**src/rtl/tbhv_pkg.sv**
```systemverilog
// Shared types, codes and constants for the take-back-half velocity controller.
package tbhv_pkg;

    // Field widths of the streaming payload and the configuration registers.
    localparam int ActW    = 2;
    localparam int MeasW   = 11;
    localparam int TgtW    = 10;
    localparam int CmdW    = 7;
    localparam int ErrW    = 12;
    localparam int DriveW  = 17;
    localparam int GainW   = 16;
    localparam int StepW   = 9;
    localparam int CfgIdxW = 2;
    localparam int CfgW    = 16;

    // Shared multiplier operand and product widths.
    localparam int MulAW = 18;
    localparam int MulBW = 17;
    localparam int MulPW = MulAW + MulBW;

    // Drive full scale, command ceiling and rounding constant.
    localparam logic [DriveW-1:0] DRIVE_FULL = 17'd65536;
    localparam logic [CmdW-1:0]   CMD_LIMIT  = 7'd127;
    localparam logic [MulPW-1:0]  CMD_ROUND  = 35'd32768;

    // Register reset values.
    localparam logic [GainW-1:0] GAIN_RST  = 16'd5033;
    localparam logic [StepW-1:0] ACCEL_RST = 9'd4;
    localparam logic [StepW-1:0] DECEL_RST = 9'd256;

    // Command codes carried in the input tuser.
    typedef enum logic [ActW-1:0] {
        ACT_TICK = 2'd0,
        ACT_SET  = 2'd1,
        ACT_STOP = 2'd2,
        ACT_NONE = 2'd3
    } t_action;

    // Configuration register indexes.
    typedef enum logic [CfgIdxW-1:0] {
        CFG_GAIN  = 2'd0,
        CFG_ACCEL = 2'd1,
        CFG_DECEL = 2'd2,
        CFG_SPARE = 2'd3
    } t_cfg_idx;

    // Sequencer states.
    typedef enum logic [4:0] {
        S_IDLE = 5'b00001,
        S_MUL1 = 5'b00010,
        S_ADD  = 5'b00100,
        S_MUL2 = 5'b01000,
        S_OUT  = 5'b10000
    } t_state;

    // Sign of an error value: 01 positive, 11 negative, 00 zero.
    function automatic logic [1:0] sign_of(input logic signed [ErrW-1:0] v);
        logic [1:0] s;
        if (v == '0) begin
            s = 2'b00;
        end else if (v[ErrW-1]) begin
            s = 2'b11;
        end else begin
            s = 2'b01;
        end
        return s;
    endfunction

endpackage

```
**src/rtl/tbh_velocity_control_with_slew_core.sv**
```systemverilog
// Top level: take-back-half velocity loop with slew-limited motor command.
// A control tick with the loop running steps through S_MUL1, S_ADD, S_MUL2 and S_OUT,
// waiting in S_OUT on a stalled output, before its result is registered; set target,
// stop, idle ticks and unused codes load the result register on acceptance. The single
// shared multiplier forms error*gain, then drive*MAX_POWER; input is held off while a tick runs.
// Synchronous active-low reset restores registers and clears loop state except r_err and r_meas.
module tbh_velocity_control_with_slew_core #(
    parameter int MAX_POWER = 127
) (
    input  logic                          i_clk,
    input  logic                          i_rst_n,
    // Input stream.
    input  logic                          i_s_axis_tvalid,
    output logic                          o_s_axis_tready,
    input  logic [23:0]                   i_s_axis_tdata,  // measured_rpm[10:0], target_rpm[20:11]
    input  logic [tbhv_pkg::ActW-1:0]     i_s_axis_tuser,  // action[1:0]
    // Output stream.
    output logic                          o_m_axis_tvalid,
    input  logic                          i_m_axis_tready,
    output logic [7:0]                    o_m_axis_tdata,  // motor_command[6:0]
    output logic [1:0]                    o_m_axis_tuser,  // zero_crossed[0], running[1]
    // Configuration write port.
    input  logic                          i_cfg_we,
    input  logic [tbhv_pkg::CfgIdxW-1:0]  i_cfg_idx,
    input  logic [tbhv_pkg::CfgW-1:0]     i_cfg_data
);
    import tbhv_pkg::*;

    // Configuration registers.
    logic [GainW-1:0] r_gain;
    logic [StepW-1:0] r_accel;
    logic [StepW-1:0] r_decel;

    // Loop state.
    t_state                   r_state;
    logic [TgtW-1:0]          r_target;
    logic signed [MeasW-1:0]  r_last_meas;
    logic [DriveW-1:0]        r_drive;
    logic [DriveW-1:0]        r_held;
    logic signed [ErrW-1:0]   r_prev_err;
    logic                     r_first;
    logic                     r_enabled;
    logic [CmdW-1:0]          r_slew;
    logic signed [ErrW-1:0]   r_err;
    logic signed [MeasW-1:0]  r_meas;
    logic                     r_crossed;

    // Output register.
    logic            r_out_valid;
    logic [CmdW-1:0] r_out_cmd;
    logic            r_out_cross;
    logic            r_out_run;

    // Input field decode.
    t_action                  in_act;
    logic signed [MeasW-1:0]  in_meas;
    logic [TgtW-1:0]          in_tgt;
    logic                     in_fire;
    logic                     out_free;
    logic                     out_load;

    assign in_act  = t_action'(i_s_axis_tuser);
    assign in_meas = $signed(i_s_axis_tdata[MeasW-1:0]);
    assign in_tgt  = i_s_axis_tdata[MeasW +: TgtW];

    assign out_free        = !r_out_valid || i_m_axis_tready;
    assign o_s_axis_tready = (r_state == S_IDLE) && out_free;
    assign in_fire         = i_s_axis_tvalid && o_s_axis_tready;

    // A result is loaded by every accepted command except a running tick, which
    // loads its result when the sequencer leaves the output state.
    assign out_load = (in_fire && !((in_act == ACT_TICK) && r_enabled))
                    || ((r_state == S_OUT) && out_free);

    // Shared multiplier operand selection.
    logic                    mul_en;
    logic signed [MulAW-1:0] mul_a;
    logic signed [MulBW-1:0] mul_b;
    logic signed [MulPW-1:0] mul_p;

    always_comb begin
        mul_en = (r_state == S_MUL1) || (r_state == S_MUL2);
        if (r_state == S_MUL1) begin
            mul_a = MulAW'(r_err);
            mul_b = $signed({1'b0, r_gain});
        end else begin
            mul_a = $signed({1'b0, r_drive});
            mul_b = MulBW'(MAX_POWER);
        end
    end

    tbhv_mul u_mul (
        .i_clk (i_clk),
        .i_en  (mul_en),
        .i_a   (mul_a),
        .i_b   (mul_b),
        .o_p   (mul_p)
    );

    // Error for a new tick and for a new target.
    logic signed [ErrW-1:0] tick_err;
    logic signed [ErrW-1:0] set_err;

    assign tick_err = $signed({2'b00, r_target}) - ErrW'(in_meas);
    assign set_err  = $signed({2'b00, in_tgt}) - ErrW'(r_last_meas);

    // Drive integration, clamping and the take-back-half step.
    localparam int SumW = MulPW - 8 + 1;

    logic signed [SumW-1:0]  add_sum;
    logic [DriveW-1:0]       clamp_drive;
    logic                    add_cross;
    logic [DriveW:0]         avg_sum;
    logic [DriveW-1:0]       n_drive;

    always_comb begin
        add_sum = $signed({{(SumW-DriveW){1'b0}}, r_drive})
                + SumW'($signed(mul_p[MulPW-1:8]));
        if (add_sum[SumW-1]) begin
            clamp_drive = '0;
        end else if (add_sum > $signed({{(SumW-DriveW){1'b0}}, DRIVE_FULL})) begin
            clamp_drive = DRIVE_FULL;
        end else begin
            clamp_drive = add_sum[DriveW-1:0];
        end
        add_cross = sign_of(r_err) != sign_of(r_prev_err);
        avg_sum   = {1'b0, clamp_drive} + {1'b0, r_held};
        if (add_cross && !r_first) begin
            n_drive = avg_sum[DriveW:1];
        end else begin
            n_drive = clamp_drive;
        end
    end

    // Command scaling and slew limiting.
    logic [MulPW-1:0] cmd_sum;
    logic [CmdW-1:0]  cmd_tgt;
    logic [StepW-1:0] slew_step;
    logic [StepW:0]   slew_hi;
    logic [StepW:0]   tgt_hi;
    logic [CmdW-1:0]  n_slew;

    always_comb begin
        cmd_sum = $unsigned(mul_p) + CMD_ROUND;
        if (cmd_sum[MulPW-1:16] > (MulPW-16)'(CMD_LIMIT)) begin
            cmd_tgt = CMD_LIMIT;
        end else begin
            cmd_tgt = cmd_sum[16 +: CmdW];
        end
        slew_step = (r_slew < cmd_tgt) ? r_accel : r_decel;
        slew_hi   = {{(StepW+1-CmdW){1'b0}}, r_slew} + {1'b0, slew_step};
        tgt_hi    = {{(StepW+1-CmdW){1'b0}}, cmd_tgt} + {1'b0, slew_step};
        if ({{(StepW+1-CmdW){1'b0}}, cmd_tgt} > slew_hi) begin
            n_slew = slew_hi[CmdW-1:0];
        end else if ({{(StepW+1-CmdW){1'b0}}, r_slew} > tgt_hi) begin
            n_slew = r_slew - slew_step[CmdW-1:0];
        end else begin
            n_slew = cmd_tgt;
        end
    end

    // Configuration writes.
    always_ff @(posedge i_clk) begin
        if (!i_rst_n) begin
            r_gain  <= GAIN_RST;
            r_accel <= ACCEL_RST;
            r_decel <= DECEL_RST;
        end else if (i_cfg_we) begin
            unique case (t_cfg_idx'(i_cfg_idx))
                CFG_GAIN:  r_gain  <= i_cfg_data;
                CFG_ACCEL: r_accel <= i_cfg_data[StepW-1:0];
                CFG_DECEL: r_decel <= i_cfg_data[StepW-1:0];
                CFG_SPARE: ;
                default:   ;
            endcase
        end
    end

    // Result valid flag: set on a load, cleared when the transaction is taken.
    always_ff @(posedge i_clk) begin
        if (!i_rst_n) begin
            r_out_valid <= 1'b0;
        end else if (out_load) begin
            r_out_valid <= 1'b1;
        end else if (i_m_axis_tready) begin
            r_out_valid <= 1'b0;
        end
    end

    // Sequencer and loop state.
    always_ff @(posedge i_clk) begin
        if (!i_rst_n) begin
            r_state     <= S_IDLE;
            r_target    <= '0;
            r_last_meas <= '0;
            r_drive     <= '0;
            r_held      <= '0;
            r_prev_err  <= '0;
            r_first     <= 1'b0;
            r_enabled   <= 1'b0;
            r_slew      <= '0;
            r_crossed   <= 1'b0;
        end else begin
            unique case (r_state)
                S_IDLE: begin
                    if (in_fire) begin
                        r_out_cross <= 1'b0;
                        unique case (in_act)
                            ACT_TICK: begin
                                if (r_enabled) begin
                                    r_err       <= tick_err;
                                    r_meas      <= in_meas;
                                    r_state     <= S_MUL1;
                                end else begin
                                    r_out_cmd <= '0;
                                    r_out_run <= 1'b0;
                                end
                            end
                            ACT_SET: begin
                                r_target   <= in_tgt;
                                r_prev_err <= set_err;
                                r_first    <= 1'b1;
                                r_held     <= '0;
                                r_enabled  <= 1'b1;
                                r_out_cmd  <= r_slew;
                                r_out_run  <= 1'b1;
                            end
                            ACT_STOP: begin
                                r_enabled <= 1'b0;
                                r_slew    <= '0;
                                r_out_cmd <= '0;
                                r_out_run <= 1'b0;
                            end
                            ACT_NONE: begin
                                r_out_cmd <= r_enabled ? r_slew : '0;
                                r_out_run <= r_enabled;
                            end
                            default: ;
                        endcase
                    end
                end
                S_MUL1: begin
                    r_state <= S_ADD;
                end
                S_ADD: begin
                    r_drive     <= n_drive;
                    r_crossed   <= add_cross;
                    r_prev_err  <= r_err;
                    r_last_meas <= r_meas;
                    if (add_cross) begin
                        r_held  <= n_drive;
                        r_first <= 1'b0;
                    end
                    r_state <= S_MUL2;
                end
                S_MUL2: begin
                    r_state <= S_OUT;
                end
                S_OUT: begin
                    if (out_free) begin
                        r_slew      <= n_slew;
                        r_out_cmd   <= n_slew;
                        r_out_cross <= r_crossed;
                        r_out_run   <= 1'b1;
                        r_state     <= S_IDLE;
                    end
                end
                default: r_state <= S_IDLE;
            endcase
        end
    end

    // Result stream.
    assign o_m_axis_tvalid = r_out_valid;
    assign o_m_axis_tdata  = {1'b0, r_out_cmd};
    assign o_m_axis_tuser  = {r_out_run, r_out_cross};

endmodule

```
**src/rtl/tbhv_mul.sv**
```systemverilog
// Shared signed multiplier with a registered product.
module tbhv_mul (
    input  logic                                  i_clk,
    input  logic                                  i_en,
    input  logic signed [tbhv_pkg::MulAW-1:0]     i_a,
    input  logic signed [tbhv_pkg::MulBW-1:0]     i_b,
    output logic signed [tbhv_pkg::MulPW-1:0]     o_p
);
    import tbhv_pkg::*;

    logic signed [MulPW-1:0] r_p;

    // Product is captured only in the cycles the sequencer asks for it.
    always_ff @(posedge i_clk) begin
        if (i_en) begin
            r_p <= i_a * i_b;
        end
    end

    assign o_p = r_p;

endmodule

```
**config.mk**
```make
export PLATFORM = sky130hd
export DESIGN_NAME = tbh_velocity_control_with_slew_core
export DESIGN_NICKNAME = d
export VERILOG_FILES = /design/src/rtl/tbhv_pkg.sv /design/src/rtl/tbh_velocity_control_with_slew_core.sv /design/src/rtl/tbhv_mul.sv
export SDC_FILE = /design/constraint.sdc
export NUM_CORES = 1
export LEC_CHECK = 0
export BUFFER_PORTS_ARGS = -buffer_cell sky130_fd_sc_hd__buf_4
export CAP_MARGIN = 5
export CORE_UTILIZATION = 50
export DETAILED_ROUTE_END_ITERATION = 16
export GPL_ROUTABILITY_DRIVEN = 0
export PLACE_DENSITY = 0.69
export REMOVE_ABC_BUFFERS = 1
export SYNTH_ARGS = -nofsm -noshare
export SYNTH_HDL_FRONTEND = slang
export SYNTH_SLANG_ARGS = --single-unit
```
**constraint.sdc**
```tcl
create_clock -name i_clk -period 10.35 [get_ports i_clk]
set_clock_uncertainty 0.2 [all_clocks]
set_input_delay 0.5175 -clock i_clk [delete_from_list [all_inputs] [get_ports i_clk]]
set_output_delay 0.5175 -clock i_clk [all_outputs]
set_load 0.02 [all_outputs]
```
Word-level counts from Yosys, hierarchy flattened:

Cells that the tools add are included.

* input bits: 49
* word-level logic and storage cells: 134
* register bits: 184
* output and inout port bits: 12

* muxes and demuxes: 49
* reductions and logical operators: 32
* equal/unequal tests: 19
* order comparisons: 5
* $mul: 1
* add/subtract/negate cells: 8

Operators by type and width (number)
* $mux 17: 6
* $mux 7: 9
* $add 35x16->35 const B: 1
* $mul 18x17->35: 1
* $pmux 17 s2: 1
* $add 18x27->28: 1
* $gt 28x18->1 const B: 1
* $pmux 7 s2: 2
* $pmux 7 s4: 1
* $pmux 5 s5: 1
* $logic_not 12->1: 2
* $mux 12: 2
* $pmux 12 s2: 1
* $sub 11x11->12: 2
* $add 7x9->10: 2
* $gt 7x10->1: 2
* $mux 5: 4
* $gt 19x7->1 const B: 1
* $add 17x17->18: 1
* $mux 18: 1
* $mux 16: 1
* $reduce_and 4->1: 4
* $mux 1: 10
* $reduce_and 5->1: 2
* other kinds (24): 55

Logic depth before layout (Yosys ltp):

Gate-level depths: netlist of run 1.

* depth in word-level cells: 11
* depth in mapped cells: 37
* depth with buffers taken out: 31

Cells and area by module:

Synthesis of run 1 repeated with hierarchy kept, for this count alone.

* cells, all modules: 2651
* area, all modules: 23502.5 um^2

By module, submodules not included
* tbhv_mul: times used 1, area each 12489.5 um^2, cells an instance 1292
* tbh_velocity_control_with_slew_core: times used 1, area each 11013.1 um^2, cells an instance 1359

Least setup slack after synthesis of run 1:

No wires, ideal clock.

* kind: register to register
* start point: reg r_state[3]
* end point: reg u_mul.r_p[34], in the netlist u_mul.o_p[34], data pin
* library setup time: 260 ps
* arrival: 7429 ps
* setup slack: 2461 ps
* path buffers: 2
* period minus slack after synthesis: 7889 ps
* cell stages (with the launch flop): 30
* data required time: 9890 ps
* path through: dfxtp_1 > nor2_1 > and3_1 > clkbuf_1 > clkbuf_1 > and2_1 > nand2_1 > fa_1 > inv_1 > fa_1 > inv_1 > fa_1 > fa_1 > inv_1 > fa_1 > fa_1 > ha_1 > a21o_1 > a21o_1 > a21oi_1 > a21oi_1 > o21a_1 > a21oi_1 > o21ai_0 > o41ai_1 > o21ai_0 > o211a_1 > o21a_1 > nor2_1 > xnor2_1

* word-level cells in the longest chain between the ends: 3
* elaborated cells on any way between the ends: 4
* those cells by class: 1 x mul; 1 x eq/ne; 2 x mux

Ends and longest elaborated chain
* start, declared: RTL line tbh_velocity_control_with_slew_core.sv:35 `t_state r_state;`
* start signal, assigned: RTL line tbh_velocity_control_with_slew_core.sv:193 `r_state <= S_IDLE;`
* start signal, assigned: RTL line tbh_velocity_control_with_slew_core.sv:213 `r_state <= S_MUL1;`
* start signal, assigned: RTL line tbh_velocity_control_with_slew_core.sv:243 `r_state <= S_ADD;`
* $eq 5x2->1 (*): RTL line tbh_velocity_control_with_slew_core.sv:83 `if (r_state == S_MUL1) begin`
* $mux 18 / $mux 16 (equally long branches): RTL line tbh_velocity_control_with_slew_core.sv:83
* $mul 18x17->35 (*): RTL line tbhv_mul.sv:16 `r_p <= i_a * i_b;`
* end signal, assigned: RTL line tbhv_mul.sv:16
* end, declared: RTL line tbhv_mul.sv:11 `logic signed [MulPW-1:0] r_p;`

Every way passes the cells marked *; elsewhere a longest branch is shown, timed or not.
A chain may end at the register's enable or synchronous reset.

Worst setup path in the final report of run 1:

* start point: reg r_state[0]
* end point: reg u_mul.r_p[34], in the netlist u_mul.o_p[34], data pin

Same word-level chain as after synthesis.

==> results of run 1 <==
## power groups by stage
stage               clock, W  sequential (W)  combinational, W
floorplan                  0        0.000750         0.0000820
global placement           0        0.000754          0.000129
detailed placement         0        0.000755          0.000133
CTS                 0.000679        0.000739          0.000133
global route        0.000704        0.000741          0.000148
finish              0.000667        0.000740          0.000134
## cell families (layout without fill, tap and decap cells)
kind of cell | Yosys count | in the layout
AOI/OAI and AO/OA | 471 | 471
buffers and inverters | 563 | 534
DFF | 176 | 176
adders and majority gates | 478 | 478
xor gates and xnor gates | 101 | 101
and+or+nand+nor | 718 | 718
other | 1 | 1
muxes | 36 | 36
## stage by stage
stage	setup slack, ns	util [%]	total power, W	cell area (µm²)
6_report	1.35	54.3	0.00154	23600
5_1_grt	0.790	54.3	0.00159	23600
4_1_cts	1.38	54.3	0.00155	23600
3_5_place_dp	1.42	52.9	0.000888	23000
3_3_place_gp	1.57	52.9	0.000883	23000
2_1_floorplan	0.978	-	0.000832	21700
## layer usage
metal / GRT usage, % / vias up / wire length (µm)
li1: - / 8232 / -
met1: 34.5 / 8582 / 24500
met2: 43.0 / 599 / 26800
met3: 3.65 / 97 / 3070
met4: 7.96 / 0 / 1150
met5: 0 / - / 0
## synth_stat cells, types with 6 or more instances
cell type / instances
nor2_1: 176
or2_2: 7
a21oi_1: 175
o211ai_1: 9
mux2_2: 7
a32oi_1: 10
a211oi_1: 13
nor3b_1: 6
edfxtp_1: 59
o31ai_1: 11
a21o_1: 50
a32o_1: 6
nor3_1: 25
buf_1: 8
xor2_1: 45
ha_1: 175
nand4_1: 13
clkbuf_1: 110
inv_1: 433
a2111oi_0: 9
a311oi_1: 9
nand3_1: 59
nor4_1: 11
nand2b_1: 18
a31oi_1: 6
fa_1: 298
or3_1: 8
o21ai_0: 76
a22oi_1: 7
o21a_1: 24
xnor2_1: 55
mux2i_1: 27
dfxtp_1: 117
o21bai_1: 14
and3_1: 70
and2_1: 43
nand2_1: 235
nor2b_1: 19
## registers in the layout, indices dropped and copies added, names as in the netlist
signal / flops
r_slew: 7
r_first: 1
r_out_cmd: 7
r_err: 12
r_accel: 9
r_state: 5
r_target: 10
r_out_run: 1
r_last_meas: 11
r_crossed: 1
o_m_axis_tvalid: 1
r_drive: 17
u_mul.o_p: 27
r_held: 17
r_out_cross: 1
r_enabled: 1
r_decel: 9
r_gain: 16
r_meas: 11
r_prev_err: 12
## how the worst max path moves through the flow
stage,from,to
after detailed placement,r_state[0]$_SDFFE_PN1P_,u_mul.o_p[34]$_DFFE_PP_
after global placement,r_state[0]$_SDFFE_PN1P_,u_mul.o_p[34]$_DFFE_PP_
after CTS,r_state[0]$_SDFFE_PN1P_,u_mul.o_p[34]$_DFFE_PP_
after global routing,u_mul.o_p[16]$_DFFE_PP_,r_out_cmd[2]$_DFFE_PP_
after floorplan,r_state[3]$_SDFFE_PN0P_,u_mul.o_p[34]$_DFFE_PP_
final,r_state[0]$_SDFFE_PN1P_,u_mul.o_p[34]$_DFFE_PP_
## layout make-up
type	instances	area, µm²	share of cell area [%]
inverters	433	1630	6.89
clock buffers	17	425	1.80
well taps	585	732	3.10
multi-input cells	1805	16000	67.9
flip-flops and latches	176	4110	17.4
clock inverters	15	168	0.711
repair buffers	69	518	2.20
==> flow_metrics.py, run 1 <==
metrics = {
    "clocking": {
        "cts_htree_levels": 4,
        "clkSinkCount": 176,
        "cts_tree": "yes",
        "clockRootBuffer": "clkbuf_16",
        "numCtsBuffers": 17,
        "cts_hold_buf": 0,
        "clockBufferDepth": 2,
        "clk-insertion-delay-late_ns": 0.47,
        "path_clk_slew_ns": 0.07,
        "post_cts_buffers": 0,
        "cts_resized": 0,
    },
    "route": {
        "wl_per_cell_um": 17.9,
        "drt_wl_total_mm": 55.6,
        "drt_iter0_markers": 1354,
        "postRouteAntennaNets": 0,
        "first_pass_iters": 8,
        "num_vias": 17510,
        "vias_per_cell": 5.65,
        "drc_errors": 0,
    },
    "die": {
        "die_y_um": 213,
        "std_cell_rows": 76,
        "die_w_um": 213,
        "die-area_um2": 45400,
        "start_util_pct": 51.2,
        "ios": 61,
        "coreArea_um2": 43500,
    },
    "setup_path": {
        "crit_cells": 27,
        "cp_slowest_cell": "and3_2",
        "cp-end-kind": "flop",
        "crit_arrival_ns": 8.99,
        "r2r.worst_path.cells": 27,
        "critPathBufInv": 3,
        "path_delay_family": "adder cells",
        "cp_max_fo": 33,
        "critPathMostFrequentCell": "fa_1",
        "rrSetupSlack_ns": 1.35,
        "worstSetupPathType": "reg -> reg",
        "r2r_start": "r_state[0]$_SDFFE_PN1P_",
        "crit_required_ns": 10.35,
        "critPathLaunchType": "flop",
        "slowest_delay_ns": 0.60,
        "r2r_end": "u_mul.o_p[34]$_DFFE_PP_",
    },
    "global_routing": {
        "grt_max_degree": 72,
        "grt_pass1_vias": 17993,
        "overflow": 0,
        "grt_usage_pct": 25.7,
        "antenna_found_initial": 0,
        "grt_pass1_wl_mm": 91.9,
    },
    "yosys": {
        "ys_ff_latch": 176,
        "synthAdderAreaFrac_pct": 36.9,
        "muxShareOfSynthArea_pct": 1.74,
        "seq_area_frac_synth_pct": 18.5,
        "synth_top_cells_by_area": "fa_1 27%, dfxtp_1 11%, ha_1 9.8%",
        "synth_cells": 2544,
        "synth_top_area_cell": "fa_1",
        "synthSimpleGateAreaFrac_pct": 15.4,
        "synth_top_family_by_area": "adder cells",
        "synth_compound_area_share_pct": 13.8,
        "synthArstFlopShare_pct": 0,
        "avgSynthCellArea_um2": 8.75,
        "ys_types": 87,
        "yosysTopAreaCellShare_pct": 26.8,
        "synth-edff-count": 59,
        "synthXorXnorAreaFrac_pct": 4.01,
        "yosysWarnings": 0,
        "syn_area_um2": 22300,
        "ys.flop_type": "dfxtp_1",
    },
    "timing": {
        "rsz0062_at_grt": "false",
        "period_share_pct": 86.9,
        "finalHoldViolCount": 0,
        "fin_setup_tns_ns": 0,
        "holdWs_ns": 0.0361,
        "worst_pin_slew_ns": 1.16,
        "setup_viol_count_final": 0,
        "slew_violations": 0,
        "fmax_ghz": 0.111,
        "final.min_clock_period_ns": 9.00,
        "max_slew_margin_pct": 22.1,
    },
    "placement": {
        "port_buffers": 56,
        "dp.cells": 3068,
        "dp_hpwl_mm": 44.6,
    },
    "worst_hold_path": {
        "hold_depth": 1,
        "hold_start": "i_s_axis_tdata[2]",
        "min_to": "r_meas[2]$_DFFE_PP_",
        "hp-class": "in -> reg",
    },
    "power": {
        "vdd_drop_max_uv": 137,
        "switching_power_w": 0.000419,
        "combPwrFrac_pct": 8.7,
        "internal_power_w": 0.00112,
        "leakagePower_nw": 11.2,
        "power_density_nw_per_um2": 65.3,
        "p_seq_share_pct": 48.0,
        "p_sw_share_pct": 27.2,
        "clkPwrFrac_pct": 43.3,
    },
    "cells_and_area": {
        "area_growth_pct": 5.96,
        "stdcell_count": 3100,
        "drive_above_1_share_pct": 5.81,
        "final_cell_mix": "432 x inv_1, 298 x fa_1, 235 x nand2_1",
        "fillers": 3974,
        "final_common_cell": "inv_1",
        "finalNetCount": 3024,
        "antennaDiodeCount": 0,
    },
    "job": {
        "cap_viol_max_count": 0,
    },
    "run_status": {
        "outcome": "finished, final reports clean",
    },
}
Note: power is estimated with default switching activity, not from simulation.
==> run 2: changes to the inputs <==
--- a/config.mk
+++ b/config.mk
@@ -5,8 +5,8 @@
 export SDC_FILE = /design/constraint.sdc
 export NUM_CORES = 1
 export LEC_CHECK = 0
-export BUFFER_PORTS_ARGS = -buffer_cell sky130_fd_sc_hd__buf_4
-export CAP_MARGIN = 5
+export BUFFER_PORTS_ARGS = -buffer_cell sky130_fd_sc_hd__buf_2
+export CAP_MARGIN = 30
 export CORE_UTILIZATION = 50
 export DETAILED_ROUTE_END_ITERATION = 16
 export GPL_ROUTABILITY_DRIVEN = 0
==> run 2 against run 1 <==
Effect of this change: critical path depth did not move; combinational power down 3%; critical path type unchanged; core utilization fell by 0.23 points; largest cell class unchanged; non-clock buffer count up 4; wire length fell by 1.2%; largest power group unchanged; worst hold slack better by 0.010 ns.
==> flow_metrics.py, run 2 (same netlist as run 1, synthesis figures left out) <==
metrics = {
    "die": {
        "die_y_um": 213,
        "coreArea_um2": 43500,
        "std_cell_rows": 76,
        "die-area_um2": 45400,
        "die_w_um": 213,
        "start_util_pct": 51.2,
        "ios": 61,
    },
    "clocking": {
        "numCtsBuffers": 17,
        "cts_resized": 0,
        "cts_htree_levels": 4,
        "clkSinkCount": 176,
        "path_clk_slew_ns": 0.07,
        "clockBufferDepth": 2,
        "cts_tree": "yes",
        "cts_hold_buf": 0,
        "clockRootBuffer": "clkbuf_16",
        "post_cts_buffers": 0,
        "clk-insertion-delay-late_ns": 0.46,
    },
    "route": {
        "vias_per_cell": 5.63,
        "drt_wl_total_mm": 54.9,
        "drt_iter0_markers": 1378,
        "postRouteAntennaNets": 0,
        "first_pass_iters": 5,
        "num_vias": 17481,
        "drc_errors": 0,
        "wl_per_cell_um": 17.7,
    },
    "cells_and_area": {
        "final_cell_mix": "432 x inv_1, 298 x fa_1, 235 x nand2_1",
        "stdcell_count": 3104,
        "drive_above_1_share_pct": 5.84,
        "multi_input_area_um2": 16000,
        "antennaDiodeCount": 0,
        "finalNetCount": 3028,
        "fillers": 3913,
        "largest_reg_flops": 27,
        "final_core_util_pct": 54.0,
        "area_growth_pct": 5.51,
        "final_common_cell": "inv_1",
        "regArea_um2": 4110,
        "design_area_um2": 23500,
    },
    "placement": {
        "dp.cells": 3072,
        "dp_hpwl_mm": 44.0,
        "dpl-instance-area_um2": 22900,
        "port_buffers": 56,
    },
    "global_routing": {
        "antenna_found_initial": 0,
        "grt_pass1_vias": 17726,
        "grt_pass1_wl_mm": 90.1,
        "grt_max_degree": 84,
        "grt_usage_pct": 25.2,
        "overflow": 0,
    },
    "setup_path": {
        "cp_max_fo": 38,
        "cp_slowest_cell": "and3_2",
        "worstSetupPathType": "reg -> reg",
        "path_delay_family": "adder cells",
        "critPathMostFrequentCell": "fa_1",
        "crit_required_ns": 10.34,
        "critPathBufInv": 3,
        "cp-end-kind": "flop",
        "slowest_delay_ns": 0.67,
        "crit_arrival_ns": 8.97,
        "critPathLaunchType": "flop",
    },
    "timing": {
        "fin_setup_tns_ns": 0,
        "max_slew_margin_pct": 24.8,
        "finalHoldViolCount": 0,
        "fmax_ghz": 0.111,
        "final.min_clock_period_ns": 8.98,
        "rsz0062_at_grt": "false",
        "holdWs_ns": 0.0465,
        "worst_pin_slew_ns": 1.12,
        "setup_viol_count_final": 0,
        "period_share_pct": 86.7,
        "slew_violations": 0,
    },
    "power": {
        "power_density_nw_per_um2": 64.0,
        "vdd_drop_max_uv": 135,
        "leakagePower_nw": 11.2,
    },
    "run_status": {
        "outcome": "finished, final reports clean",
    },
    "worst_hold_path": {
        "hp-class": "in -> reg",
    },
    "job": {
        "cap_viol_max_count": 0,
    },
}
-- run 2: cell types whose count changed in the layout (fill, tap and decap cells not counted), sizes merged --
| cell | delta |
|---|---|
| clkbuf | +5 |
| buf | +4 |
| inv | -4 |
| bufinv | -1 |
-- run 2: final cells by class --
type	count	area share [%]
clock buffer	22	1.98
tap	585	3.12
timing repair buffer	73	1.94
sequential	176	17.5
inverter	433	6.92
clock inverter	10	0.394
multi-input combinational	1805	68.1
-- run 2: worst register-to-register path, stage by stage (launching register included) --
cell	delay (ns)
dfxtp_1	0.37
nor2_1	0.15
and3_2	0.67
and2_1	0.54
a21oi_1	0.18
fa_1	0.57
inv_1	0.06
fa_1	0.48
inv_1	0.05
fa_1	0.46
fa_1	0.49
inv_1	0.05
fa_1	0.51
fa_1	0.49
ha_1	0.36
a21o_1	0.21
a21o_1	0.17
a21oi_1	0.22
a21oi_1	0.13
o21a_1	0.25
a21oi_1	0.31
o21ai_0	0.23
o41ai_1	0.54
o21ai_0	0.30
o211a_1	0.31
o21a_1	0.19
nor2_1	0.12
xnor2_1	0.10
-- run 2: path summary, 6_finish.rpt --
kind              cells after the start                        start                     endpoint  slack (ns)
hold / removal                        1            i_s_axis_tdata[3]          r_meas[3]$_DFFE_PP_        0.05
setup / recovery                     27      r_state[0]$_SDFFE_PN1P_      u_mul.o_p[34]$_DFFE_PP_        1.37
setup reg to reg                     27      r_state[0]$_SDFFE_PN1P_      u_mul.o_p[34]$_DFFE_PP_        1.37
hold reg to reg                       2  r_last_meas[2]$_SDFFE_PN0P_  r_last_meas[2]$_SDFFE_PN0P_        0.25
-- run 2: layer usage --
layer / up-vias / GRT usage [%] / share of wire, %
li1: 8229 / - / -
met1: 8599 / 34.1 / 45
met2: 564 / 41.6 / 47
met3: 89 / 3.69 / 5.8
met4: 0 / 7.99 / 2.1
met5: - / 0 / 0
-- run 2: report_power, final --
group / switching (W) / internal [W] / leakage (nW)
registers: 0.0000165 / 0.000723 / 1.47
logic: 0.0000803 / 0.0000498 / 9.44
clock network: 0.000305 / 0.000328 / 0.276
total: 0.000402 / 0.00110 / 11.2
-- run 2: stage by stage --
stage	power, W	worst slack [ns]
after floorplan	0.000832	0.978
after global placement	0.000877	1.49
after detailed placement	0.000883	1.40
after CTS	0.00151	1.35
after global routing	0.00155	0.705
final	0.00150	1.37
==> run 3: changes to the inputs <==
--- a/config.mk
+++ b/config.mk
@@ -6,7 +6,7 @@
 export NUM_CORES = 1
 export LEC_CHECK = 0
 export BUFFER_PORTS_ARGS = -buffer_cell sky130_fd_sc_hd__buf_2
-export CAP_MARGIN = 30
+export CAP_MARGIN = 40
 export CORE_UTILIZATION = 50
 export DETAILED_ROUTE_END_ITERATION = 16
 export GPL_ROUTABILITY_DRIVEN = 0
==> constraint.sdc (replaced) <==
create_clock -name i_clk -period 8.9 [get_ports i_clk]
set_clock_uncertainty 0.2 [all_clocks]
set_input_delay 0.445 -clock i_clk [delete_from_list [all_inputs] [get_ports i_clk]]
set_output_delay 0.445 -clock i_clk [all_outputs]
set_load 0.02 [all_outputs]
==> run 3 against run 2 <==
Effect of this change: power rose by 20%; clock power rose by 24%; first-iteration DRC count rose by 18%; flip-flop and latch count did not move; critical endpoint is now r_out_cmd[2]$_DFFE_PP_; sequential power rose by 16%; cell area rose by 1.5%; sequential share of layout area fell by 0.26 points; clock-buffer cell count did not move.
==> flow_metrics.py, run 3 (same netlist as run 1, synthesis figures left out) <==
metrics = {
    "run_status": {
        "outcome": "finished, final reports clean",
    },
    "cells_and_area": {
        "antennaDiodeCount": 0,
        "drive_above_1_share_pct": 6.85,
        "finalNetCount": 3065,
        "design_area_um2": 23800,
        "largest_reg_flops": 27,
        "area_growth_pct": 7.09,
        "fillers": 3908,
        "final_common_cell": "inv_1",
        "final_cell_mix": "432 x inv_1, 298 x fa_1, 235 x nand2_1",
    },
    "placement": {
        "port_buffers": 56,
        "dpl-instance-area_um2": 23100,
        "dp_hpwl_mm": 44.8,
    },
    "route": {
        "drc_errors": 0,
        "vias_per_cell": 5.61,
        "drt_iter0_markers": 1631,
        "wl_per_cell_um": 17.8,
        "num_vias": 17625,
        "drt_wl_total_mm": 55.9,
        "first_pass_iters": 6,
        "postRouteAntennaNets": 0,
    },
    "worst_hold_path": {
        "hp-class": "in -> reg",
    },
    "timing": {
        "rsz0062_at_grt": "false",
        "finalHoldViolCount": 0,
        "fmax_ghz": 0.120,
        "holdWs_ns": 0.0268,
        "slew_violations": 0,
        "final.min_clock_period_ns": 8.37,
        "worst_pin_slew_ns": 0.913,
        "setup_viol_count_final": 0,
        "max_slew_margin_pct": 38.6,
        "period_share_pct": 94.0,
    },
    "setup_path": {
        "cp_slowest_cell": "a2111oi_0",
        "critPathBufInv": 2,
        "path_delay_family": "compound AO/OA/AOI/OAI gates",
        "critPathMostFrequentCell": "ha_1",
        "worstSetupPathType": "reg -> reg",
        "crit_arrival_ns": 8.43,
        "slowest_delay_ns": 0.67,
        "cp_max_fo": 9,
        "critPathLaunchType": "flop",
        "crit_required_ns": 8.96,
        "cp-end-kind": "flop",
    },
    "power": {
        "power_density_nw_per_um2": 75.8,
        "leakagePower_nw": 11.4,
        "vdd_drop_max_uv": 179,
    },
    "global_routing": {
        "antenna_found_initial": 0,
        "overflow": 0,
        "grt_pass1_wl_mm": 91.5,
        "grt_max_degree": 77,
        "grt_usage_pct": 25.6,
        "grt_pass1_vias": 17854,
    },
    "die": {
        "start_util_pct": 51.2,
        "std_cell_rows": 76,
        "die_y_um": 213,
        "die-area_um2": 45400,
        "coreArea_um2": 43500,
        "ios": 61,
        "die_w_um": 213,
    },
    "clocking": {
        "numCtsBuffers": 17,
        "path_clk_slew_ns": 0.07,
        "clockRootBuffer": "clkbuf_16",
        "clk-insertion-delay-late_ns": 0.47,
        "cts_tree": "yes",
        "clockBufferDepth": 2,
        "clkSinkCount": 176,
        "cts_htree_levels": 4,
    },
    "job": {
        "cap_viol_max_count": 0,
    },
}
[run 3: cell types whose count changed in the layout (fill, tap and decap cells not counted), sizes merged]
cell	before	now
buf	73	97
bufinv	0	1
clkinv	4	3
dlygate4sd3	0	13
[run 3: area by class of cell]
| class | instances | area, µm² | share of cell area [%] |
|---|---|---|---|
| Clock inverter | 10 | 116 | 0.488 |
| Multi-Input combinational cell | 1805 | 16000 | 67.2 |
| Tap cell | 585 | 732 | 3.07 |
| Clock buffer | 22 | 484 | 2.03 |
| Sequential cell | 176 | 4110 | 17.3 |
| Inverter | 433 | 1630 | 6.82 |
| Timing Repair Buffer | 110 | 751 | 3.15 |
[run 3: repair_timing]
item	in CTS	in global routing
setup endpoints to repair	0	2
buffers inserted	0	0
hold endpoints to repair	13	0
gates resized for setup	0	3
hold buffers	13	0
[run 3: path summary, 6_finish.rpt]
kind,startpoint,end,cells after the start,slack (ns)
setup / recovery,u_mul.o_p[16]$_DFFE_PP_,r_out_cmd[2]$_DFFE_PP_,29,0.53
hold / removal,i_cfg_data[10],r_gain[10]$_SDFFE_PN0P_,3,0.03
setup reg to reg,u_mul.o_p[16]$_DFFE_PP_,r_out_cmd[2]$_DFFE_PP_,29,0.53
hold reg to reg,r_last_meas[9]$_SDFFE_PN0P_,r_last_meas[9]$_SDFFE_PN0P_,2,0.26
[run 3: through the flow]
stage | util [%] | setup slack (ns) | TNS [ns] | std cells | total power, W
4_1_cts | 54.8 | 0.465 | 0 | 3141 | 0.00182
3_5_place_dp | 53.1 | 0.514 | 0 | 3096 | 0.00103
3_3_place_gp | 53.0 | 0.677 | 0 | 3091 | 0.00102
6_report | 54.9 | 0.534 | 0 | 3141 | 0.00181
2_1_floorplan | - | -0.472 | -1.47 | 2414 | 0.000967
5_1_grt | 54.9 | 0.0422 | 0 | 3141 | 0.00186
[run 3: power by group]
| group | switching (W) | internal [W] | leakage [nW] | total (W) |
|---|---|---|---|---|
| sequential | 0.0000160 | 0.000841 | 1.47 | 0.000857 |
| clock | 0.000363 | 0.000425 | 0.298 | 0.000788 |
| combinational | 0.0000981 | 0.0000629 | 9.61 | 0.000161 |
[run 3: routing by layer]
metal  wire (µm)  GRT usage [%]  vias to the layer above  share of wire [%]
li1            -              -                     8310                  -
met4        1130           7.05                        0                2.0
met3        3790           4.12                       89                6.8
met1       24100           34.3                     8622                 43
met2       26900           42.8                      604                 48
met5           0              0                        -                  0
[run 3: worst min-delay path, cell delays in order]
cell,delay (ns)
buf_2,0.09
nand2_1,0.04
a21oi_1,0.05
